File: config.mk
export PLATFORM = sky130hd
export DESIGN_NAME = fifo_with_remove_by_value
export DESIGN_NICKNAME = d
export VERILOG_FILES = /design/src/rtl/fwr_pkg.sv /design/src/rtl/fwr_ram.sv /design/src/rtl/fifo_with_remove_by_value.sv
export SDC_FILE = /design/constraint.sdc
export NUM_CORES = 1
export LEC_CHECK = 0
export BUFFER_PORTS_ARGS = -buffer_cell sky130_fd_sc_hd__buf_2
export CORE_MARGIN = 5
export CORE_UTILIZATION = 56
export DETAILED_ROUTE_END_ITERATION = 16
export GPL_TIMING_DRIVEN = 0
export MAX_ROUTING_LAYER = met4
export PLACE_DENSITY = 0.76
export SYNTH_ARGS = -nofsm -noshare
export SYNTH_HDL_FRONTEND = slang
export SYNTH_SLANG_ARGS = --single-unit
File: constraint.sdc
create_clock -name clk_i -period 4 [get_ports clk_i]
set_input_delay 0 -clock clk_i [delete_from_list [all_inputs] [get_ports clk_i]]
set_output_delay 0 -clock clk_i [all_outputs]
set_load 0.03 [all_outputs]
File: src/rtl/fwr_pkg.sv
`timescale 1ns / 1ps

package fwr_pkg;

  localparam int DEPTH = 16;
  localparam int PTR_W = $clog2(DEPTH);
  localparam int CNT_W = $clog2(DEPTH + 1);

  typedef enum logic [1:0] {
    CMD_ENQ = 2'd0,
    CMD_DEQ = 2'd1,
    CMD_REM = 2'd2,
    CMD_CLR = 2'd3
  } cmd_e;

  typedef enum logic [1:0] {
    ST_OK       = 2'd0,
    ST_FULL     = 2'd1,
    ST_EMPTY    = 2'd2,
    ST_NOTFOUND = 2'd3
  } status_e;

  typedef struct packed {
    cmd_e               cmd;
    logic signed [31:0] item_value;
  } req_t;

  typedef struct packed {
    status_e            status;
    logic signed [31:0] out_value;
    logic [4:0]         fill_count;
  } rsp_t;

endpackage

File: src/rtl/fwr_ram.sv
`timescale 1ns / 1ps

// Simple dual-port RAM, one write and one registered read per cycle.
module fwr_ram #(
  parameter int Depth = 16,
  parameter int Width = 32,
  parameter int AddrW = $clog2(Depth)
) (
  input  logic             clk_i,
  input  logic             we_i,
  input  logic [AddrW-1:0] waddr_i,
  input  logic [Width-1:0] wdata_i,
  input  logic [AddrW-1:0] raddr_i,
  output logic [Width-1:0] rdata_o
);

  logic [Width-1:0] mem [Depth];

  always_ff @(posedge clk_i) begin
    if (we_i) begin
      mem[waddr_i] <= wdata_i;
    end
  end

  always_ff @(posedge clk_i) begin
    rdata_o <= mem[raddr_i];
  end

endmodule

File: src/rtl/fifo_with_remove_by_value.sv
`timescale 1ns / 1ps

// Bounded FIFO of 32-bit values with an extra command that removes the oldest
// entry equal to a given value while keeping the order of the others.
// A command item is taken at a rising edge where start is high and busy is low.
// Every command gives exactly one result item on rsp_o, shown for one cycle with
// done_o high; the receiver cannot stall, so a result must be taken when shown.
// The entries sit in a circular buffer in a RAM with one write port and one read
// port with a registered read; a head pointer and a count register track it.
// Enqueue, clear, an enqueue on a full queue and a dequeue or remove on an empty
// queue finish in the accept cycle: the result appears in the next cycle and busy
// stays low, so such items can follow each cycle. Dequeue passes through the
// DEQ state, since the head entry must be read first.
// Remove of a non-empty queue, found or not, does one read per entry to find the
// match and then one read-and-write per younger entry to close the gap, all
// through the single read port. The result appears in the same cycle busy falls.
// Reset clears the count, the pointer and the state machine; the RAM contents are
// not cleared, since no entry is read before it has been written.
module fifo_with_remove_by_value (
  input  logic          clk_i,
  input  logic          rst_ni,
  input  logic          start,
  output logic          busy,
  input  fwr_pkg::req_t req_i,
  output logic          done_o,
  output fwr_pkg::rsp_t rsp_o
);

  localparam logic [1:0] S_IDLE  = 2'd0;
  localparam logic [1:0] S_DEQ   = 2'd1;
  localparam logic [1:0] S_SCAN  = 2'd2;
  localparam logic [1:0] S_SHIFT = 2'd3;

  logic [1:0]                  state_q, state_d;
  logic [fwr_pkg::PTR_W-1:0]   head_q, head_d;
  logic [fwr_pkg::CNT_W-1:0]   count_q, count_d;
  logic [fwr_pkg::CNT_W-1:0]   rd_idx_q, rd_idx_d;
  logic [31:0]                 val_q, val_d;
  logic                        done_q, done_d;
  fwr_pkg::rsp_t               rsp_q, rsp_d;

  logic                        mem_we;
  logic [fwr_pkg::PTR_W-1:0]   mem_waddr;
  logic [31:0]                 mem_wdata;
  logic [fwr_pkg::PTR_W-1:0]   mem_raddr;
  logic [31:0]                 mem_rdata;

  logic                        accept;
  logic                        is_last;

  // Maps a position in queue order to a RAM address.
  function automatic logic [fwr_pkg::PTR_W-1:0] phys(
    input logic [fwr_pkg::PTR_W-1:0] head,
    input logic [fwr_pkg::CNT_W-1:0] pos
  );
    logic [fwr_pkg::CNT_W:0] sum;
    sum = (fwr_pkg::CNT_W + 1)'(head) + (fwr_pkg::CNT_W + 1)'(pos);
    if (sum >= (fwr_pkg::CNT_W + 1)'(fwr_pkg::DEPTH)) begin
      sum = sum - (fwr_pkg::CNT_W + 1)'(fwr_pkg::DEPTH);
    end
    return sum[fwr_pkg::PTR_W-1:0];
  endfunction

  assign busy   = (state_q != S_IDLE);
  assign accept = start && !busy;
  // True when the read data now arriving belongs to the youngest entry.
  assign is_last = (rd_idx_q == fwr_pkg::CNT_W'(count_q - 1'b1));

  always_comb begin
    state_d   = state_q;
    head_d    = head_q;
    count_d   = count_q;
    rd_idx_d  = rd_idx_q;
    val_d     = val_q;
    done_d    = 1'b0;
    rsp_d     = rsp_q;
    mem_we    = 1'b0;
    mem_waddr = phys(head_q, count_q);
    mem_wdata = val_q;
    // During a search or a shift the next entry is always fetched ahead; a
    // fetch past the youngest entry is simply dropped.
    mem_raddr = phys(head_q, fwr_pkg::CNT_W'(rd_idx_q + 1'b1));

    unique case (state_q)
      S_IDLE: begin
        mem_raddr = head_q;
        if (accept) begin
          rsp_d.status    = fwr_pkg::ST_OK;
          rsp_d.out_value = '0;
          unique case (req_i.cmd)
            fwr_pkg::CMD_ENQ: begin
              done_d = 1'b1;
              if (count_q == fwr_pkg::CNT_W'(fwr_pkg::DEPTH)) begin
                rsp_d.status = fwr_pkg::ST_FULL;
              end else begin
                mem_we    = 1'b1;
                mem_wdata = req_i.item_value;
                count_d   = fwr_pkg::CNT_W'(count_q + 1'b1);
              end
            end
            fwr_pkg::CMD_DEQ: begin
              if (count_q == '0) begin
                done_d       = 1'b1;
                rsp_d.status = fwr_pkg::ST_EMPTY;
              end else begin
                state_d = S_DEQ;
              end
            end
            fwr_pkg::CMD_REM: begin
              if (count_q == '0) begin
                done_d       = 1'b1;
                rsp_d.status = fwr_pkg::ST_NOTFOUND;
              end else begin
                rd_idx_d = '0;
                val_d    = req_i.item_value;
                state_d  = S_SCAN;
              end
            end
            fwr_pkg::CMD_CLR: begin
              done_d  = 1'b1;
              count_d = '0;
            end
          endcase
        end
      end
      S_DEQ: begin
        done_d          = 1'b1;
        rsp_d.out_value = mem_rdata;
        head_d          = phys(head_q, fwr_pkg::CNT_W'(1));
        count_d         = fwr_pkg::CNT_W'(count_q - 1'b1);
        state_d         = S_IDLE;
      end
      S_SCAN: begin
        if (mem_rdata == val_q) begin
          rsp_d.out_value = mem_rdata;
          if (is_last) begin
            done_d  = 1'b1;
            count_d = fwr_pkg::CNT_W'(count_q - 1'b1);
            state_d = S_IDLE;
          end else begin
            rd_idx_d = fwr_pkg::CNT_W'(rd_idx_q + 1'b1);
            state_d  = S_SHIFT;
          end
        end else if (is_last) begin
          done_d       = 1'b1;
          rsp_d.status = fwr_pkg::ST_NOTFOUND;
          state_d      = S_IDLE;
        end else begin
          rd_idx_d = fwr_pkg::CNT_W'(rd_idx_q + 1'b1);
        end
      end
      S_SHIFT: begin
        // Move the arriving entry one place toward the head.
        mem_we    = 1'b1;
        mem_waddr = phys(head_q, fwr_pkg::CNT_W'(rd_idx_q - 1'b1));
        mem_wdata = mem_rdata;
        if (is_last) begin
          done_d  = 1'b1;
          count_d = fwr_pkg::CNT_W'(count_q - 1'b1);
          state_d = S_IDLE;
        end else begin
          rd_idx_d = fwr_pkg::CNT_W'(rd_idx_q + 1'b1);
        end
      end
    endcase

    if (done_d) begin
      rsp_d.fill_count = 5'(count_d);
    end
  end

  always_ff @(posedge clk_i or negedge rst_ni) begin
    if (!rst_ni) begin
      state_q  <= S_IDLE;
      head_q   <= '0;
      count_q  <= '0;
      rd_idx_q <= '0;
      done_q   <= 1'b0;
    end else begin
      state_q  <= state_d;
      head_q   <= head_d;
      count_q  <= count_d;
      rd_idx_q <= rd_idx_d;
      done_q   <= done_d;
    end
  end

  always_ff @(posedge clk_i) begin
    val_q <= val_d;
    rsp_q <= rsp_d;
  end

  fwr_ram #(
    .Depth(fwr_pkg::DEPTH),
    .Width(32)
  ) u_ram (
    .clk_i  (clk_i),
    .we_i   (mem_we),
    .waddr_i(mem_waddr),
    .wdata_i(mem_wdata),
    .raddr_i(mem_raddr),
    .rdata_o(mem_rdata)
  );

  assign done_o = done_q;
  assign rsp_o  = rsp_q;

  assert property (@(posedge clk_i) disable iff (!rst_ni)
    count_q <= fwr_pkg::CNT_W'(fwr_pkg::DEPTH))
    else $error("fill level above depth");

  assert property (@(posedge clk_i) disable iff (!rst_ni)
    done_o |-> !busy)
    else $error("result shown while a command is still running");

  assert property (@(posedge clk_i) disable iff (!rst_ni)
    (accept && (req_i.cmd == fwr_pkg::CMD_ENQ || req_i.cmd == fwr_pkg::CMD_CLR))
      |=> (done_o && !busy))
    else $error("enqueue or clear did not finish in one cycle");

  assert property (@(posedge clk_i) disable iff (!rst_ni)
    mem_we |-> (state_q == S_IDLE || state_q == S_SHIFT))
    else $error("RAM written outside enqueue or shift");

  assert property (@(posedge clk_i) disable iff (!rst_ni)
    (done_o && rsp_o.status != fwr_pkg::ST_OK) |-> (rsp_o.out_value == '0))
    else $error("failed command returned a nonzero value");

endmodule
==> results of run 1 <==
## synthesized netlist by cell type, types with 5 or more instances
cell,n,area (sq um)
clkbuf_1,119,446.7
edfxtp_1,583,17510
buf_1,5,18.77
dfxtp_1,32,640.6
and2_1,162,1013
a21oi_1,78,390.4
o21ai_1,34,170.2
a31oi_1,67,419.2
inv_1,16,60.06
buf_2,9,45.04
ha_1,20,250.2
nor4_1,9,56.30
dfrtp_1,17,425.4
o21ai_0,14,70.07
nor2_1,37,138.9
xor2_1,41,359.1
xnor2_1,11,96.34
nand2_1,313,1175
a22oi_1,33,247.7
a311oi_1,64,560.5
a211oi_1,160,1201
nand3_1,8,40.04
## routing by layer
metal / vias up / routed length (microns)
met5: - / 0
met4: 0 / 2483
met3: 182 / 7686
met2: 1122 / 33090
met1: 8416 / 25910
li1: 7586 / -
## report_power, final
part           switching, mW  internal (mW)
Sequential             0.415           8.72
Clock                   2.44           3.04
Combinational           8.83           3.34
Total                   11.7           15.1
## worst min path at each step
stage,startpoint,end,slack (ps),cells past startpoint
after global placement,rst_ni,count_q[3]$_DFF_PN0_,-40,1
after CTS,req_i[20],val_q[20]$_DFFE_PP_,80,2
after floorplan,rst_ni,count_q[0]$_DFF_PN0_,-300,0
after detailed placement,rst_ni,count_q[2]$_DFF_PN0_,-40,1
after global routing,req_i[25],val_q[25]$_DFFE_PP_,100,2
final,req_i[25],val_q[25]$_DFFE_PP_,110,2
## cell families after synthesis
group	synth area share (%)
flip-flops	71.74
multiplexers	0.3866
adder cells (fa/ha/maj)	1.121
XOR/XNOR	1.928
buffers and inverters	2.305
AND/OR/NAND/NOR	9.869
AO/OA/AOI/OAI	12.65
## repair_timing
item / 4_1_cts / 5_1_grt
setup endpoints to repair: 733 / 669
buffers inserted: 12 / 2
hold buffers: 39 / 0
gates resized for setup: 26 / 60
pin swaps: 12 / 2
hold endpoints to repair: 73 / 0
## area by class of cell
class | instances | area [sq um]
Multi-Input combinational cell | 1106 | 7020
Clock inverter | 34 | 306.5
Tap cell | 600 | 750.7
Antenna cell | 2 | 5.005
Inverter | 17 | 63.81
Clock buffer | 78 | 1578
Timing Repair Buffer | 149 | 1475
Buffer | 135 | 570.5
Sequential cell | 632 | 18570
Fill cell | 2988 | 15230
## state kept, by name, indices dropped and copies added (netlist names)
signal         flops
rsp_o             39
u_ram.rdata_o     32
done_o             1
rd_idx_q           5
state_q            2
u_ram.mem        512
count_q            5
val_q             32
head_q             4
## through the flow
stage / hold slack, ps / util [%]
after global routing: 104.4 / 66.58
after CTS: 78.61 / 66.27
after detailed placement: -38.24 / 60.57
after floorplan: -295.6 / -
final: 111.5 / 66.58
after global placement: -44.63 / 59.36
==> results.md, run 1 <==
* Slowest stage cell, crit path: clkbuf_1
* RSZ-0062 raised after global routing: yes
* Min-delay worst type: input port to flop
* Wire length per cell at 25.13 microns
* Critical R2R Capture: u_ram.rdata_o[26]$_DFF_P_
* Final hold violations at 0
* Final setup violation count at 0
* GR Overflow Total at 0
* Post-synth net total at 1949
* CTS root buf: clkbuf_16
* First-pass GRT wire length at 102200 microns
* Via-per-instance ratio at 6.286
* Synth Instances at 1890
* Initial Util at 56.81%
* CTS sink cnt at 632
* Commonest cells after routing, fill and taps aside: edfxtp_1 (583), nand2_1 (311), and2_1 (162), a211oi_1 (159), clkbuf_1 (111)
* R2R Path Start: state_q[1]$_DFFE_PN0P_
* Vias in the first global route at 16940
* Most Crowded Layer GR: met2
* Final Cell Area at 30340 sq um
* Max_slew headroom at 12.07%
* Die width at 225.0 microns
* Gpl congestion at 0.9263
* Cell family with most CP delay: buffers and inverters
* Post-placement cell count at 2586
* Commonest non-fill, non-tap cell in the layout: edfxtp_1
* CTS tree: done
* CP startpoint: state_q[1]$_DFFE_PN0P_
* Met1 Use GR at 35.37%
* Mean Syn Cell Area at 13.70 sq um
* Htree depth at 2
* Synthesized flop and latch total at 632
* Fin nets at 2159
* Met2 layer usage reported by global route at 43.99%
* Max clock buf depth at 3
* Cts bufs inserted at 59
* Clock Latency Late Sink at 630 ps
* Max_cap viols at 0
* Synth warn at 0
* Post-synth ARST share at 2.690%
* Number of flops mapped to enable cells by yosys at 583
* Non-Filler Instances at 2753
* DR DRC count at 0
* Die Y at 225.0 microns
* Detailed placement HPWL at 46790 microns
* CP Launch Type: flop
* Sum Neg Setup Slack at 0 ps
* Max incr delay on CP at 680 ps
* Met3 usage at 5.744%
* Mapped Area at 25890 sq um
* Sequential share of the synthesized area at 71.74%
* Fraction of layout cells with a size suffix above 1 at 13.76%
* Largest vdd supply drop at 622.3 uV
* Worst slack at placement at -505.6 ps
* Routed Antenna Nets at 0
* Kind of critical path: flop to flop
* Die area at 50630 sq um
* Top_reg_cell synth: edfxtp_1
* Pwr dens at 882.9 nW/um^2
* Worst setup margin at 47.78 ps
* Pin count of the biggest net entering global routing at 33
* Crit path arrival time at 4430 ps
* DRT Pass-1 Iters at 6
* CP bufs+invs at 4
* Reg2reg setup slack at 50 ps
* Max Slew Vio Count at 0
* Io pins at 78
* Via count at 17310
* Leakage power at 10.21 nW
* Slew @ Worst Pin at 1310 ps
* PortBufs at 76
* DR iter-0 viols at 2238
* Row count at 78
* Tcrit/Tclk final at 98.81%
* Gr usage total at 27.50%
* Initial antenna violation count at 5
* Area delta synth->final at 17.20%
* Clock skew at 21.08 ps
* Nature of the critical path endpoint: flop
* Clk slew on worst S/H paths at 60 ps
* Core ar. at 45580 sq um
* Critical Path Fanout Max at 10
* Placed Area at 27610 sq um
* Max Clk Rate at 0.2530 GHz
* Cells on worst reg2reg path at 10
* CP required at 4480 ps
* Worst path depth at 10
* Total Power at 26.79 mW
* Post-synth cell types at 57
* End of the critical path: u_ram.rdata_o[26]$_DFF_P_
* Status: finished clean
* Cell chain of the critical path: inv_1, ha_1, buf_2, mux2_2, clkbuf_1, clkbuf_1, a211oi_1, a311oi_1, a211oi_1, a21oi_1
* Final wirelength at 69170 microns
* Final worst path period need at 3952 ps
Power figures use the tool's default switching activity.
==> run 2: changes to the inputs <==
ABC_AREA = 1   (was unset)
==> results.md, run 2 <==
* DR iter-0 viols at 3459 (+55%)
* Detailed placement HPWL at 53790 microns (+15%)
* Placed Area at 28870 sq um (+4.6%)
* Synth Instances at 2287 (+21%)
* Cts bufs inserted at 60 (+1.7%)
* Largest Register: u_ram.mem
* Synth warn at 0 (unchanged)
* Die area at 52700 sq um (+4.1%)
* Post-synth top area share at 64.85% (-2.8 points)
* Io pins at 78 (unchanged)
* Tcrit/Tclk final at 97.98% (-0.82 points)
* Die width at 229.6 microns (+2.0%)
* Critical R2R Capture: u_ram.mem[5][9]$_DFFE_PP_
* Gr usage total at 30.37% (+2.9 points)
* CP startpoint: state_q[1]$_DFFE_PN0P_
* Number of flops mapped to enable cells by yosys at 583 (unchanged)
* CP required at 4330 ps (-150 ps)
* Gpl congestion at 0.9553 (+3.1%)
* Mapped Area at 26990 sq um (+4.3%)
* Max reg flops at 512 (unchanged)
* Final worst path period need at 3919 ps (-32.88 ps)
* Post-synth ARST share at 2.690% (unchanged)
* Top_reg_cell synth: edfxtp_1
* Synthesized flop and latch total at 632 (unchanged)
* Post-synth cell types at 41 (-28%)
* Initial Util at 56.54% (-0.27 points)
* PortBufs at 77 (+1.3%)
* Final Cell Area at 31590 sq um (+4.1%)
* Non-Filler Instances at 3200 (+16%)
* Fraction of layout cells with a size suffix above 1 at 13.89% (+0.13 points)
* Mean Syn Cell Area at 11.80 sq um (-14%)
* Commonest non-fill, non-tap cell in the layout: edfxtp_1
* CTS tree: done
* Max Clk Rate at 0.2551 GHz (+0.84%)
* R2R Path Start: state_q[1]$_DFFE_PN0P_
* Sequential share of the synthesized area at 68.80% (-2.9 points)
* Commonest cells after routing, fill and taps aside: edfxtp_1 (583), a21oi_1 (329), o21ai_0 (232), inv_1 (215), nand2_1 (191)
* Max clock buf depth at 3 (unchanged)
* Clock skew at 34.12 ps (+13.03 ps)
* Critical Path Fanout Max at 26 (+16)
* DRT Pass-1 Iters at 6 (unchanged)
* Reg2reg setup slack at 80 ps (+30 ps)
* Final wirelength at 79740 microns (+15%)
* Most common cell in the synthesized netlist: edfxtp_1
* Row count at 80 (+2.6%)
* Nature of the critical path endpoint: flop
* CTS sink cnt at 632 (unchanged)
* Die Y at 229.6 microns (+2.0%)
* GR Overflow Total at 0 (unchanged)
* Main area contributors after synthesis: edfxtp_1 (65%), a21oi_1 (6.1%), o21ai_0 (4.3%), inv_1 (3.0%), nand2_1 (2.7%)
* Max_slew headroom at 16.60% (+4.5 points)
* Clock Latency Late Sink at 650 ps (+20 ps)
* End of the critical path: u_ram.mem[5][9]$_DFFE_PP_
* Pin count of the biggest net entering global routing at 33 (unchanged)
* Status: finished clean
* Initial antenna violation count at 1 (-4)
* CP Launch Type: flop
* Post-synth net total at 2346 (+20%)
* Routed Antenna Nets at 0 (unchanged)
* First-pass GRT wire length at 118000 microns (+16%)
* Kind of critical path: flop to flop
* Post-synth top cells: edfxtp_1 (583), a21oi_1 (329), o21ai_0 (232)
* Cells on worst reg2reg path at 10 (unchanged)
* CTS root buf: clkbuf_16
* Final hold violations at 0 (unchanged)
* Min-delay worst type: input port to flop
* Fin nets at 2591 (+20%)
* Core ar. at 47750 sq um (+4.8%)
* Utilization after layout at 66.17% (-0.41 points)
* Via-per-instance ratio at 6.213 (-1.2%)
* Post-placement cell count at 3017 (+17%)
* Clk slew on worst S/H paths at 60 ps (about the same)
* Htree depth at 2 (unchanged)
* Slew @ Worst Pin at 1251 ps (-59.12 ps)
* Max Slew Vio Count at 0 (unchanged)
* Max_cap viols at 0 (unchanged)
* Crit path arrival time at 4250 ps (-180 ps)
* Wire length per cell at 24.92 microns (-0.83%)
* Synth area leader: edfxtp_1
* Hold path startpoint: req_i[14]
* DR DRC count at 0 (unchanged)
* # fillers at 3324 (+11%)
* Via count at 19880 (+15%)
* Final setup violation count at 0 (unchanged)
* Vias in the first global route at 19300 (+14%)
* Area delta synth->final at 17.03%
-- run 2: cell types whose count changed in the layout (fill, tap and decap cells not counted), sizes merged, moves of 66 or more --
cell / before / now
a211oi: 160 / 1
a21oi: 78 / 330
a31oi: 67 / 1
and2: 162 / 0
buf: 124 / 224
inv: 17 / 227
nand2: 313 / 202
nor2: 37 / 162
o211ai: 0 / 86
o21ai: 48 / 271
-- run 2: cell families after synthesis --
kind of cell    Yosys count  share of synthesized area, %
xor+xnor                 44                         1.428
flops                   632                         68.80
compound gates          799                         16.59
buf+inv                 376                         5.696
fa+ha+maj                22                         1.075
simple gates            414                         6.405
-- run 2: worst min-delay path by stage --
| stage | end | slack [ps] | cells past startpoint |
|---|---|---|---|
| floorplan | count_q[0]$_DFF_PN0_ | -300 | 0 |
| global placement | count_q[4]$_DFF_PN0_ | -40 | 1 |
| detailed placement | count_q[4]$_DFF_PN0_ | -40 | 1 |
| CTS | val_q[14]$_DFFE_PP_ | 90 | 2 |
| global route | val_q[3]$_DFFE_PP_ | 110 | 2 |
| finish | val_q[14]$_DFFE_PP_ | 100 | 2 |
-- run 2: metal layers --
metal	vias to the layer above	part of all wire (%)	global-route usage (%)
li1	8732	-	-
met3	261	12	6.032
met5	-	0	-
met4	0	4.4	12.20
met1	9433	37	39.61
met2	1454	47	47.49
-- run 2: metrics by stage --
stage / hold slack [ps] / setup WS (ps) / TNS (ps)
2_1_floorplan: -295.6 / -17.09 / -4374
3_3_place_gp: -40.43 / -1785 / -839380
3_5_place_dp: -40.41 / -375.1 / -57440
4_1_cts: 85.87 / 74.41 / 0
5_1_grt: 109.1 / -10.01 / -111.2
6_report: 104.5 / 80.66 / 0
-- run 2: worst max-delay path: stages (launching register included) --
cell,delay [ps]
dfrtp_1,510
ha_1,210
clkbuf_1,250
inv_1,220
o21ai_0,380
ha_1,250
inv_1,60
fa_1,640
nand3_1,450
nor2_4,370
buf_12,260
-- run 2: final cells by class --
class                   instances  area [sq um]  area share, %
multi-input cells            1279          7054          22.33
well taps                     615         769.5          2.436
clock inverters                40         354.1          1.121
repair buffers                183          1674          5.299
plain buffers                 153         699.4          2.214
diodes                          1         2.502       0.007921
inverters                     223         839.6          2.657
clock buffers                  74          1627          5.149
flip-flops and latches        632         18570          58.79
-- run 2: timing repair --
item                                    4_1_cts  5_1_grt
endpoints found under the setup margin      331      213
cloned                                        0        0
pin swaps                                     6        5
hold buffers                                 38        0
setup buffers                                 8        8
endpoints found under the hold margin        61        0
resized for setup                             1        5
Power of run 2 is not shown: default switching activity piles up to over one toggle a cycle in this logic, so the estimate is an artifact.
